[config.mk]
export PLATFORM = sky130hd
export DESIGN_NAME = pi_controller_clamped
export DESIGN_NICKNAME = d
export VERILOG_FILES = /design/src/design/pic_pkg.sv /design/src/design/pic_update.sv /design/src/design/pic_mult.sv /design/src/design/pic_sat.sv /design/src/design/pi_controller_clamped.sv
export SDC_FILE = /design/constraint.sdc
export NUM_CORES = 2
export LEC_CHECK = 0
export BUFFER_PORTS_ARGS = -buffer_cell sky130_fd_sc_hd__buf_2
export CORE_UTILIZATION = 60
export CTS_BUF_LIST = sky130_fd_sc_hd__clkbuf_4
export DETAILED_ROUTE_END_ITERATION = 16
export GPL_ROUTABILITY_DRIVEN = 0
export PLACE_DENSITY = 0.76
export SYNTH_ARGS = -nofsm -noshare
export SYNTH_HDL_FRONTEND = slang
export SYNTH_SLANG_ARGS = --single-unit
[constraint.sdc]
create_clock -name clk_i -period 9.85 [get_ports clk_i]
set_clock_uncertainty 0.05 [all_clocks]
set_input_delay 1.4775 -clock clk_i [delete_from_list [all_inputs] [get_ports clk_i]]
set_output_delay 1.4775 -clock clk_i [all_outputs]
set_load 0.02 [all_outputs]
[src/design/pic_pkg.sv]
// Shared types and constants for the clamped PI regulator.
// Used by every module of the block; no dependencies of its own.
package pic_pkg;

  // Input actions.
  typedef enum logic [1:0] {
    ACT_TICK   = 2'd0,
    ACT_SET_SP = 2'd1,
    ACT_START  = 2'd2,
    ACT_STOP   = 2'd3
  } action_e;

  // Configuration register indexes.
  localparam logic [1:0] CFG_P_GAIN    = 2'd0;
  localparam logic [1:0] CFG_I_GAIN    = 2'd1;
  localparam logic [1:0] CFG_INTEG_MAX = 2'd2;
  localparam logic [1:0] CFG_INTEG_MIN = 2'd3;

  localparam int CfgDataW = 32;
  localparam int SumW     = 50;

  // Reset values of the configuration registers.
  localparam logic [15:0]        PGainRst    = 16'd256;
  localparam logic [15:0]        IGainRst    = 16'd0;
  localparam logic signed [31:0] IntegMaxRst = 32'sd25600;
  localparam logic signed [31:0] IntegMinRst = 32'sd0;

  // Full scale (100 percent) in Q.16 of the sum and Q7.8 of the drive.
  localparam logic signed [SumW-1:0] DriveFullQ16 = 50'sd6553600;
  localparam logic [14:0]            DriveFullQ8  = 15'd25600;

  typedef struct packed {
    logic [1:0]         action;
    logic signed [23:0] value;
  } in_beat_t;

  typedef struct packed {
    logic [14:0] drive;
    logic        clamped;
  } out_beat_t;

  typedef struct packed {
    logic [15:0]        p_gain;
    logic [15:0]        i_gain;
    logic signed [31:0] integ_max;
    logic signed [31:0] integ_min;
  } cfg_t;

  // Error and clamped integrator of one update.
  typedef struct packed {
    logic               zero;
    logic signed [24:0] err;
    logic signed [31:0] integ;
  } s1_t;

  // Registered products of one update.
  typedef struct packed {
    logic               zero;
    logic signed [41:0] p_prod;
    logic signed [48:0] i_prod;
  } s2_t;

endpackage

[src/design/pic_update.sv]
// Regulator state stage: setpoint, running flag and clamped integrator.
// Depends on pic_pkg for the beat and stage types.
module pic_update
  import pic_pkg::*;
(
  input  logic     clk_i,
  input  logic     rst_ni,
  input  logic     valid_i,
  input  in_beat_t beat_i,
  output logic     ready_o,
  input  cfg_t     cfg_i,
  output logic     valid_o,
  output s1_t      s1_o,
  input  logic     ready_i
);

  logic               v1_q, v1_d;
  s1_t                s1_q, s1_d;
  logic signed [31:0] integ_q, integ_d;
  logic signed [23:0] sp_q, sp_d;
  logic               run_q, run_d;
  logic               take;
  logic signed [24:0] err;
  logic signed [31:0] base;
  logic signed [32:0] acc;
  logic signed [31:0] clamp;

  assign ready_o = !v1_q || ready_i;
  assign take    = valid_i && ready_o;

  // Error, integrator sum and clamp in the fixed order: upper limit first.
  always_comb begin
    err  = {sp_q[23], sp_q} - {beat_i.value[23], beat_i.value};
    base = (beat_i.action == ACT_START) ? 32'sd0 : integ_q;
    acc  = {base[31], base} + {{8{err[24]}}, err};
    if (acc >= $signed({cfg_i.integ_max[31], cfg_i.integ_max})) begin
      clamp = cfg_i.integ_max;
    end else if (acc <= $signed({cfg_i.integ_min[31], cfg_i.integ_min})) begin
      clamp = cfg_i.integ_min;
    end else begin
      clamp = acc[31:0];
    end
  end

  // Action decode and next state.
  always_comb begin
    integ_d  = integ_q;
    sp_d     = sp_q;
    run_d    = run_q;
    s1_d     = s1_q;
    v1_d     = v1_q && !ready_i;
    if (take) begin
      unique case (beat_i.action)
        ACT_TICK: begin
          if (run_q) begin
            integ_d = clamp;
            s1_d    = '{zero: 1'b0, err: err, integ: clamp};
            v1_d    = 1'b1;
          end
        end
        ACT_SET_SP: begin
          if (sp_q > beat_i.value) begin
            integ_d = 32'sd0;
          end
          sp_d = beat_i.value;
        end
        ACT_START: begin
          integ_d = clamp;
          run_d   = 1'b1;
          s1_d    = '{zero: 1'b0, err: err, integ: clamp};
          v1_d    = 1'b1;
        end
        default: begin
          run_d = 1'b0;
          s1_d  = '{zero: 1'b1, err: '0, integ: '0};
          v1_d  = 1'b1;
        end
      endcase
    end
  end

  // State and stage registers.
  always_ff @(posedge clk_i or negedge rst_ni) begin
    if (!rst_ni) begin
      v1_q    <= 1'b0;
      integ_q <= '0;
      sp_q    <= '0;
      run_q   <= 1'b0;
    end else begin
      v1_q    <= v1_d;
      integ_q <= integ_d;
      sp_q    <= sp_d;
      run_q   <= run_d;
    end
  end

  always_ff @(posedge clk_i) begin
    s1_q <= s1_d;
  end

  assign valid_o = v1_q;
  assign s1_o    = s1_q;

endmodule

[src/design/pic_mult.sv]
// Product stage: P gain times error and I gain times integrator.
// Depends on pic_pkg for the stage and configuration types.
module pic_mult
  import pic_pkg::*;
(
  input  logic clk_i,
  input  logic rst_ni,
  input  logic valid_i,
  input  s1_t  s1_i,
  output logic ready_o,
  input  cfg_t cfg_i,
  output logic valid_o,
  output s2_t  s2_o,
  input  logic ready_i
);

  logic v2_q;
  s2_t  s2_q;
  logic take;

  assign ready_o = !v2_q || ready_i;
  assign take    = valid_i && ready_o;

  // Stage valid.
  always_ff @(posedge clk_i or negedge rst_ni) begin
    if (!rst_ni) begin
      v2_q <= 1'b0;
    end else if (ready_o) begin
      v2_q <= valid_i;
    end
  end

  // Both products are exact; gains are unsigned, so they get a zero sign bit.
  always_ff @(posedge clk_i) begin
    if (take) begin
      s2_q.zero   <= s1_i.zero;
      s2_q.p_prod <= 42'(s1_i.err) * 42'($signed({1'b0, cfg_i.p_gain}));
      s2_q.i_prod <= 49'($signed({1'b0, cfg_i.i_gain})) * 49'(s1_i.integ);
    end
  end

  assign valid_o = v2_q;
  assign s2_o    = s2_q;

endmodule

[src/design/pic_sat.sv]
// Output stage: sums the products and saturates the drive to 0..100 percent.
// Depends on pic_pkg for the stage and result types.
module pic_sat
  import pic_pkg::*;
(
  input  logic      clk_i,
  input  logic      rst_ni,
  input  logic      valid_i,
  input  s2_t       s2_i,
  output logic      ready_o,
  output logic      valid_o,
  output out_beat_t beat_o,
  input  logic      ready_i
);

  logic                 out_valid_q;
  out_beat_t            out_q, out_d;
  logic signed [SumW-1:0] sum;

  assign ready_o = !out_valid_q || ready_i;

  // Sum and saturation; a stop beat forces a zero drive.
  always_comb begin
    sum = {{(SumW-42){s2_i.p_prod[41]}}, s2_i.p_prod}
        + {{(SumW-49){s2_i.i_prod[48]}}, s2_i.i_prod};
    if (s2_i.zero) begin
      out_d = '{drive: '0, clamped: 1'b0};
    end else if (sum > DriveFullQ16) begin
      out_d = '{drive: DriveFullQ8, clamped: 1'b1};
    end else if (sum < 0) begin
      out_d = '{drive: '0, clamped: 1'b1};
    end else begin
      out_d = '{drive: sum[22:8], clamped: 1'b0};
    end
  end

  // Result register.
  always_ff @(posedge clk_i or negedge rst_ni) begin
    if (!rst_ni) begin
      out_valid_q <= 1'b0;
    end else if (ready_o) begin
      out_valid_q <= valid_i;
    end
  end

  always_ff @(posedge clk_i) begin
    if (ready_o && valid_i) begin
      out_q <= out_d;
    end
  end

  assign valid_o = out_valid_q;
  assign beat_o  = out_q;

endmodule

[src/design/pi_controller_clamped.sv]
// Clamped PI regulator, top level: input register, configuration and stages.
// A result beat passes the input register, state stage, product stage and
// result register in that order; the block takes one beat a cycle while the
// result side does not stall.
// Ticks while stopped and setpoint writes give no result beat.
// Reset (rst_ni, asynchronous) empties the pipe, stops the regulator, clears
// setpoint and integrator, and loads the configuration reset values.
module pi_controller_clamped
  import pic_pkg::*;
(
  input  logic                clk_i,
  input  logic                rst_ni,
  input  logic                in_valid_i,
  output logic                in_ready_o,
  input  in_beat_t            in_data_i,
  output logic                out_valid_o,
  input  logic                out_ready_i,
  output out_beat_t           out_data_o,
  input  logic                cfg_we_i,
  input  logic [1:0]          cfg_index_i,
  input  logic [CfgDataW-1:0] cfg_data_i
);

  cfg_t     cfg_q;
  logic     v0_q;
  in_beat_t in_q;
  logic     ready0, ready1, ready2;
  logic     v1, v2;
  s1_t      s1;
  s2_t      s2;

  // Configuration registers.
  always_ff @(posedge clk_i or negedge rst_ni) begin
    if (!rst_ni) begin
      cfg_q <= '{p_gain: PGainRst, i_gain: IGainRst,
                 integ_max: IntegMaxRst, integ_min: IntegMinRst};
    end else if (cfg_we_i) begin
      unique case (cfg_index_i)
        CFG_P_GAIN:    cfg_q.p_gain    <= cfg_data_i[15:0];
        CFG_I_GAIN:    cfg_q.i_gain    <= cfg_data_i[15:0];
        CFG_INTEG_MAX: cfg_q.integ_max <= $signed(cfg_data_i);
        default:       cfg_q.integ_min <= $signed(cfg_data_i);
      endcase
    end
  end

  // Input register.
  assign in_ready_o = !v0_q || ready0;

  always_ff @(posedge clk_i or negedge rst_ni) begin
    if (!rst_ni) begin
      v0_q <= 1'b0;
    end else if (in_ready_o) begin
      v0_q <= in_valid_i;
    end
  end

  always_ff @(posedge clk_i) begin
    if (in_ready_o && in_valid_i) begin
      in_q <= in_data_i;
    end
  end

  pic_update u_update (
    .clk_i   (clk_i),
    .rst_ni  (rst_ni),
    .valid_i (v0_q),
    .beat_i  (in_q),
    .ready_o (ready0),
    .cfg_i   (cfg_q),
    .valid_o (v1),
    .s1_o    (s1),
    .ready_i (ready1)
  );

  pic_mult u_mult (
    .clk_i   (clk_i),
    .rst_ni  (rst_ni),
    .valid_i (v1),
    .s1_i    (s1),
    .ready_o (ready1),
    .cfg_i   (cfg_q),
    .valid_o (v2),
    .s2_o    (s2),
    .ready_i (ready2)
  );

  pic_sat u_sat (
    .clk_i   (clk_i),
    .rst_ni  (rst_ni),
    .valid_i (v2),
    .s2_i    (s2),
    .ready_o (ready2),
    .valid_o (out_valid_o),
    .beat_o  (out_data_o),
    .ready_i (out_ready_i)
  );

  // The drive never leaves 0..100 percent.
  a_drive_range: assert property (@(posedge clk_i) disable iff (!rst_ni)
    out_valid_o |-> out_data_o.drive <= DriveFullQ8)
    else $error("drive above full scale");

  // A saturated result sits exactly at one of the two rails.
  a_clamp_rail: assert property (@(posedge clk_i) disable iff (!rst_ni)
    out_valid_o && out_data_o.clamped |->
      out_data_o.drive == '0 || out_data_o.drive == DriveFullQ8)
    else $error("clamped flag off the rails");

  // A new result beat only comes from a filled product stage.
  a_out_source: assert property (@(posedge clk_i) disable iff (!rst_ni)
    $rose(out_valid_o) |-> $past(v2))
    else $error("result beat without product stage");

endmodule

# Word level (Yosys, flattened, before mapping)
# Index checks and enable logic that the tools add are counted.
[classes]
add_sub_neg = 3
mul = 2
div = 0
order_cmp = 5
n_eq_ne = 6
shift = 0
mux = 14
bitwise = 3
reduce_logical = 28
[op_table]
columns = ["op", "n"]
rows = [
  ["58-bit case mux with 3 select lines", 1],
  ["32-bit two-way mux", 5],
  ["32-bit case mux with 3 select lines", 1],
  ["58-bit two-way mux", 1],
  ["42-bit by 49-bit adder with 50-bit output", 1],
  ["50-bit by 24-bit greater-than comparator with 1-bit output (second input constant)", 1],
  ["50-bit by 1-bit less-than comparator with 1-bit output (second input constant)", 1],
  ["17-bit by 32-bit multiplier with 49-bit output", 1],
  ["25-bit by 17-bit multiplier with 42-bit output", 1],
  ["32-bit by 25-bit adder with 33-bit output", 1],
  ["33-bit by 32-bit greater-or-equal comparator with 1-bit output", 1],
  ["33-bit by 32-bit <= comparator with 1-bit output", 1],
  ["16-bit two-way mux", 2],
  ["24-bit by 24-bit subtractor with 25-bit output", 1],
  ["24-bit greater-than comparator", 1],
  ["2-bit AND reduction", 6],
  ["3-bit OR reduction", 2],
  ["1-bit logical AND", 5],
  ["1-bit logical NOT", 5],
  ["2-bit by 1-bit equality test with 1-bit output (second input constant)", 2],
  ["2-bit equality test (second input constant)", 2],
  ["2-bit logical NOT", 2],
  ["1-bit logical OR", 4],
  ["2-bit by 1-bit inequality test with 1-bit output (second input constant)", 2],
  ["other kinds (7)", 11],
]
[totals]
register_bits = 349
latchBits = 0
ramBits = 0
mem_bits_ro = 0
in_bits = 65
output_inout_bits = 18
word_cells = 83
memories = 0

# Depth between registers and ports, before layout
[logic_depth]
depth_word = 8
depth_mapped = 37
mapped_depth_nobuf = 35

# Cells and area by module
# A second synthesis with hierarchy kept.
[unflattened]
cells_unflattened = 5775
hier_area_um2 = 53989.3
[by_module_without_submodules]
columns = ["mod", "instances", "cells_each", "area_per_inst_um2", "seq_area_each_um2"]
rows = [
  ["pic_mult", 1, 3815, 35522.8, 2787.7],
  ["pic_update", 1, 1138, 9700.6, 3193.1],
  ["pi_controller_clamped", 1, 234, 4411.7, 3213.1],
  ["pic_sat", 1, 588, 4354.2, 505.5],
]

# Worst setup path after synthesis
# Ideal clock, no wire load.
[synth_timing]
path_type = "register -> register"
start = "reg u_update.sp_q[0]"
end = "reg u_update.s1_q (netlist bit u_update.s1_o[27]) (data pin)"
setup_time_ns = 0.255
arrival_ns = 7.198
t_required_ns = 9.545
slack_ns = 2.347
path_stages_with_launch = 37
path_buffers = 2
period_less_slack_ns = 7.503
cell_sequence = "dfrtp_1 > inv_1 > ha_1 > inv_1 > fa_1 > a21o_1 > a21oi_1 > o21bai_1 > a41oi_1 > o21ai_0 > a41o_1 > o22ai_1 > o21ba_2 > o311ai_0 > mux2i_1 > ha_1 > nor2_1 > nor2b_1 > o21ai_0 > a31o_2 > or2_2 > a211oi_1 > nor2_1 > xnor2_1 > ha_1 > nand4_1 > nor2_1 > nand3_1 > nor3_1 > nand4_1 > a311oi_1 > o221a_2 > clkbuf_1 > buf_1 > nand2_1 > o221a_2 > and2_1"
[synth_via]
elab_chain_len = 7
elab_cells_between_ends = 8
classes_between = "add/sub: 2; order compare: 2; mux: 4"
[synth_lines]
columns = ["item", "line", "text"]
rows = [
  ["from (decl)", "pic_update.sv:20", "logic signed [23:0] sp_q, sp_d;"],
  ["from (signal assigned)", "pic_update.sv:92", "sp_q <= sp_d;"],
  ["24-bit by 24-bit subtractor with 25-bit output (*)", "pic_update.sv:33", "err = {sp_q[23], sp_q} - {beat_i.value[23], beat_i.value};"],
  ["net u_update.err[24]", "pic_update.sv:23", "logic signed [24:0] err;"],
  ["32-bit by 25-bit adder with 33-bit output (*)", "pic_update.sv:35", "acc = {base[31], base} + {{8{err[24]}}, err};"],
  ["33-bit by 32-bit <= comparator with 1-bit output", "pic_update.sv:38", "end else if (acc <= $signed({cfg_i.integ_min[31], cfg_i.integ_min})) begin"],
  ["32-bit two-way mux", "pic_update.sv:38", ""],
  ["32-bit two-way mux (*)", "pic_update.sv:36", "if (acc >= $signed({cfg_i.integ_max[31], cfg_i.integ_max})) begin"],
  ["58-bit two-way mux", "pic_update.sv:55", "if (run_q) begin"],
  ["58-bit case mux with 3 select lines (*)", "pic_update.sv:53", "unique case (beat_i.action)"],
  ["to (signal assigned)", "pic_update.sv:98", "s1_q <= s1_d;"],
  ["to (decl)", "pic_update.sv:18", "s1_t s1_q, s1_d;"],
]
# The timed path passes the listed nets; every way through them passes the cells marked *. The select of a mux whose other input is x is not followed.
# A chain may end at the register's enable or synchronous reset.

# Worst setup path in the final report
[layout_timing]
start = "reg u_update.sp_q[0]"
end = "reg u_update.s1_q (netlist bit u_update.s1_o[13]) (data pin)"
# Same word-level chain as after synthesis.

==> flow_metrics.py <==
metrics = {
    "run_status": {
        "status": "complete, no violations",
    },
    "finish": {
        "layout-drive-gt1-share_pct": 8.141,
        "final_cell_mix": "inv_1, fa_1, nand2_1",
        "final_nets": 7028,
        "mostFrequentLayoutCell": "inv_1",
        "syn2layout_area_growth_pct": 4.998,
    },
    "critical_path": {
        "cp.arrival_ps": 9310,
        "slowest_delay_ps": 770,
        "reg2reg_depth": 36,
        "crit_slowest_cell": "o221a_2",
        "required_ps": 10400,
        "worstSetupEndpointType": "flop",
        "start_kind": "flop",
        "crit_path_max_fanout": 33,
        "critPathKind": "flop to flop",
    },
    "yosys": {
        "synthArstFlopShare_pct": 44.99,
        "synth_compound_area_share_pct": 9.714,
        "ys_types": 96,
        "ys_top_cells_by_area": "fa_1, edfxtp_1, ha_1",
        "avgSynthCellArea_sq_um": 9.388,
        "ys.flop_type": "edfxtp_1",
        "synth_edf_count": 192,
        "synth_top_family_by_area": "adder cells",
        "yosysWarningCount": 0,
        "yosys.area.top_type_share_pct": 33.15,
        "synthAdderAreaFrac_pct": 42.35,
        "synth.area.mux_share_pct": 2.382,
        "ys_ff_latch": 349,
        "ys_seq_area_share_pct": 18.19,
        "syn_inst": 5680,
        "synth_nets": 7020,
        "yosys.area_share.simple_pct": 15.56,
        "yosys.area.top_type": "fa_1",
        "netlist_area_sq_um": 53320,
        "synthXorXnorAreaFrac_pct": 2.398,
    },
    "cts": {
        "worstSkewPairLatency_ps": 880,
        "numCtsBuffers": 92,
        "cts_resized": 0,
        "clockBufferDepth": 3,
        "clock-sinks": 349,
        "clk_pin_slew_worst_paths_ps": 70,
        "cts_root_buf": "clkbuf_4",
        "cts_tree": "done",
        "post_cts_buffers": 0,
        "htreeDepth": 3,
        "hold_buffers": 0,
    },
    "routing": {
        "dr.max_layer_used": "met4",
        "vias_per_cell": 5.898,
        "num_vias": 40820,
        "drtIter0Drc": 3714,
        "drc_errors": 0,
        "wl_microns": 140200,
        "drtPass1Iterations": 7,
        "wl_per_cell_microns": 20.26,
        "drt-met1-wl_microns": 56310,
        "wl_met2_microns": 64510,
        "routed-wl-met3_microns": 12710,
        "ant_nets": 0,
    },
    "grt": {
        "grt_pass1_wl_microns": 225400,
        "grt_antenna_before_repair": 7,
        "grt.total_usage_pct": 32.13,
        "grt_max_degree": 104,
        "overflow": 0,
        "grt_pass1_vias": 42350,
    },
    "die": {
        "rows": 108,
        "die_x_microns": 300.1,
        "die_h_microns": 300.1,
        "initial_utilization_pct": 60.99,
        "coreArea_sq_um": 87430,
        "die_area_sq_um": 90070,
        "pin_count": 83,
    },
    "sta": {
        "max_slew_margin_pct": 20.70,
        "setup-violations-final": 0,
        "timing.final.crit_period_ps": 8760,
        "worst_pin_slew_ps": 1190,
        "final_max_slew_viol_count": 0,
        "setup-tns-final_ps": 0,
        "hold_viol": 0,
        "rsz0062_at_grt": "false",
        "fmax_mhz": 114.2,
        "timing.final.crit_share_pct": 88.94,
    },
    "worst_hold_path": {
        "hp-class": "flop to flop",
        "min_path_cells": 2,
    },
    "placement": {
        "hpwl_microns": 108900,
        "io_buffer_count": 82,
    },
    "flow_run": {
        "max-cap-violations": 0,
    },
}
[synthesized netlist by cell type, types with 18 or more instances]
master	instances
and2_1	451
nor3_1	47
nand3_1	52
nor2_1	176
inv_1	1107
mux2_2	103
xnor2_1	112
o21a_1	38
clkbuf_1	206
xor2_1	34
fa_1	883
nand2_1	726
a211oi_1	24
nand4_1	41
a21o_1	91
o211ai_1	38
and3_1	18
a31oi_1	26
nor2b_1	43
a21oi_1	181
or3_1	23
ha_1	392
nand2b_1	22
edfxtp_1	192
o21bai_1	34
o21ai_0	184
dfrtp_1	153
[worst max-delay path, delay by kind of cell (launching register included)]
kind                       cells  cell delay, ps
AOI/OAI and AO/OA             17            4460
and+or+nand+nor                9            1480
adders and majority gates      4            1290
buffers and inverters          4             520
DFF                            1             370
xor gates and xnor gates       2             270
[layer usage]
| layer | GRT usage, % | vias up |
|---|---|---|
| met5 | 0 | - |
| met1 | 43.41 | 20320 |
| met3 | 5.810 | 425 |
| met4 | 14.03 | 0 |
| li1 | - | 18100 |
| met2 | 51.06 | 1969 |
[kinds of logic after synthesis]
group                      count (synthesis)
muxes                                    114
adders and majority gates               1275
and+or+nand+nor                         1683
AOI/OAI and AO/OA                        785
DFF                                      349
xor gates and xnor gates                 146
buffers and inverters                   1328
[final timing paths]
check	startpoint	to	slack, ps
min in group asynchronous	rst_ni	u_update.sp_q[0]	680
max in group asynchronous	rst_ni	cfg_q[71]	7630
max	u_update.sp_q[0]	u_update.s1_o[13]	1090
min	u_update.integ_q[24]	u_update.integ_q[24]	420
min reg2reg	u_update.integ_q[24]	u_update.integ_q[24]	420
max reg2reg	u_update.sp_q[0]	u_update.s1_o[13]	1090
[metrics by stage]
stage	setup WS [ps]	instance area [sq um]	instances	utilization (%)	hold slack, ps
2_1_floorplan	2347	53320	5680	-	350.3
3_3_place_gp	1518	54760	6749	62.63	407.1
3_5_place_dp	1324	54760	6749	62.63	412.5
4_1_cts	1226	55980	6916	64.03	428.6
5_1_grt	456.6	55990	6920	64.04	445.8
6_report	1090	55990	6920	64.04	424.2
[flip-flops by register name (all words and copies together) (netlist names), 16 cells and up]
name              cells
cfg_q                96
in_q                 26
u_mult.s2_o          92
u_sat.beat_o         16
u_update.integ_q     32
u_update.s1_o        58
u_update.sp_q        24
[final cells by class]
type | instances | area (sq um)
multi-input cells | 4003 | 38640
inverters | 1108 | 4159
flip-flops and latches | 349 | 9707
fillers | 7022 | 31440
well taps | 1155 | 1445
diodes | 4 | 10.01
clock inverters | 24 | 145.1
repair buffers | 134 | 807.0
clock buffers | 143 | 1074
Power is left out: the tool's default activity adds up to more than one toggle a clock period on the data nets, which glitch-free logic cannot reach.
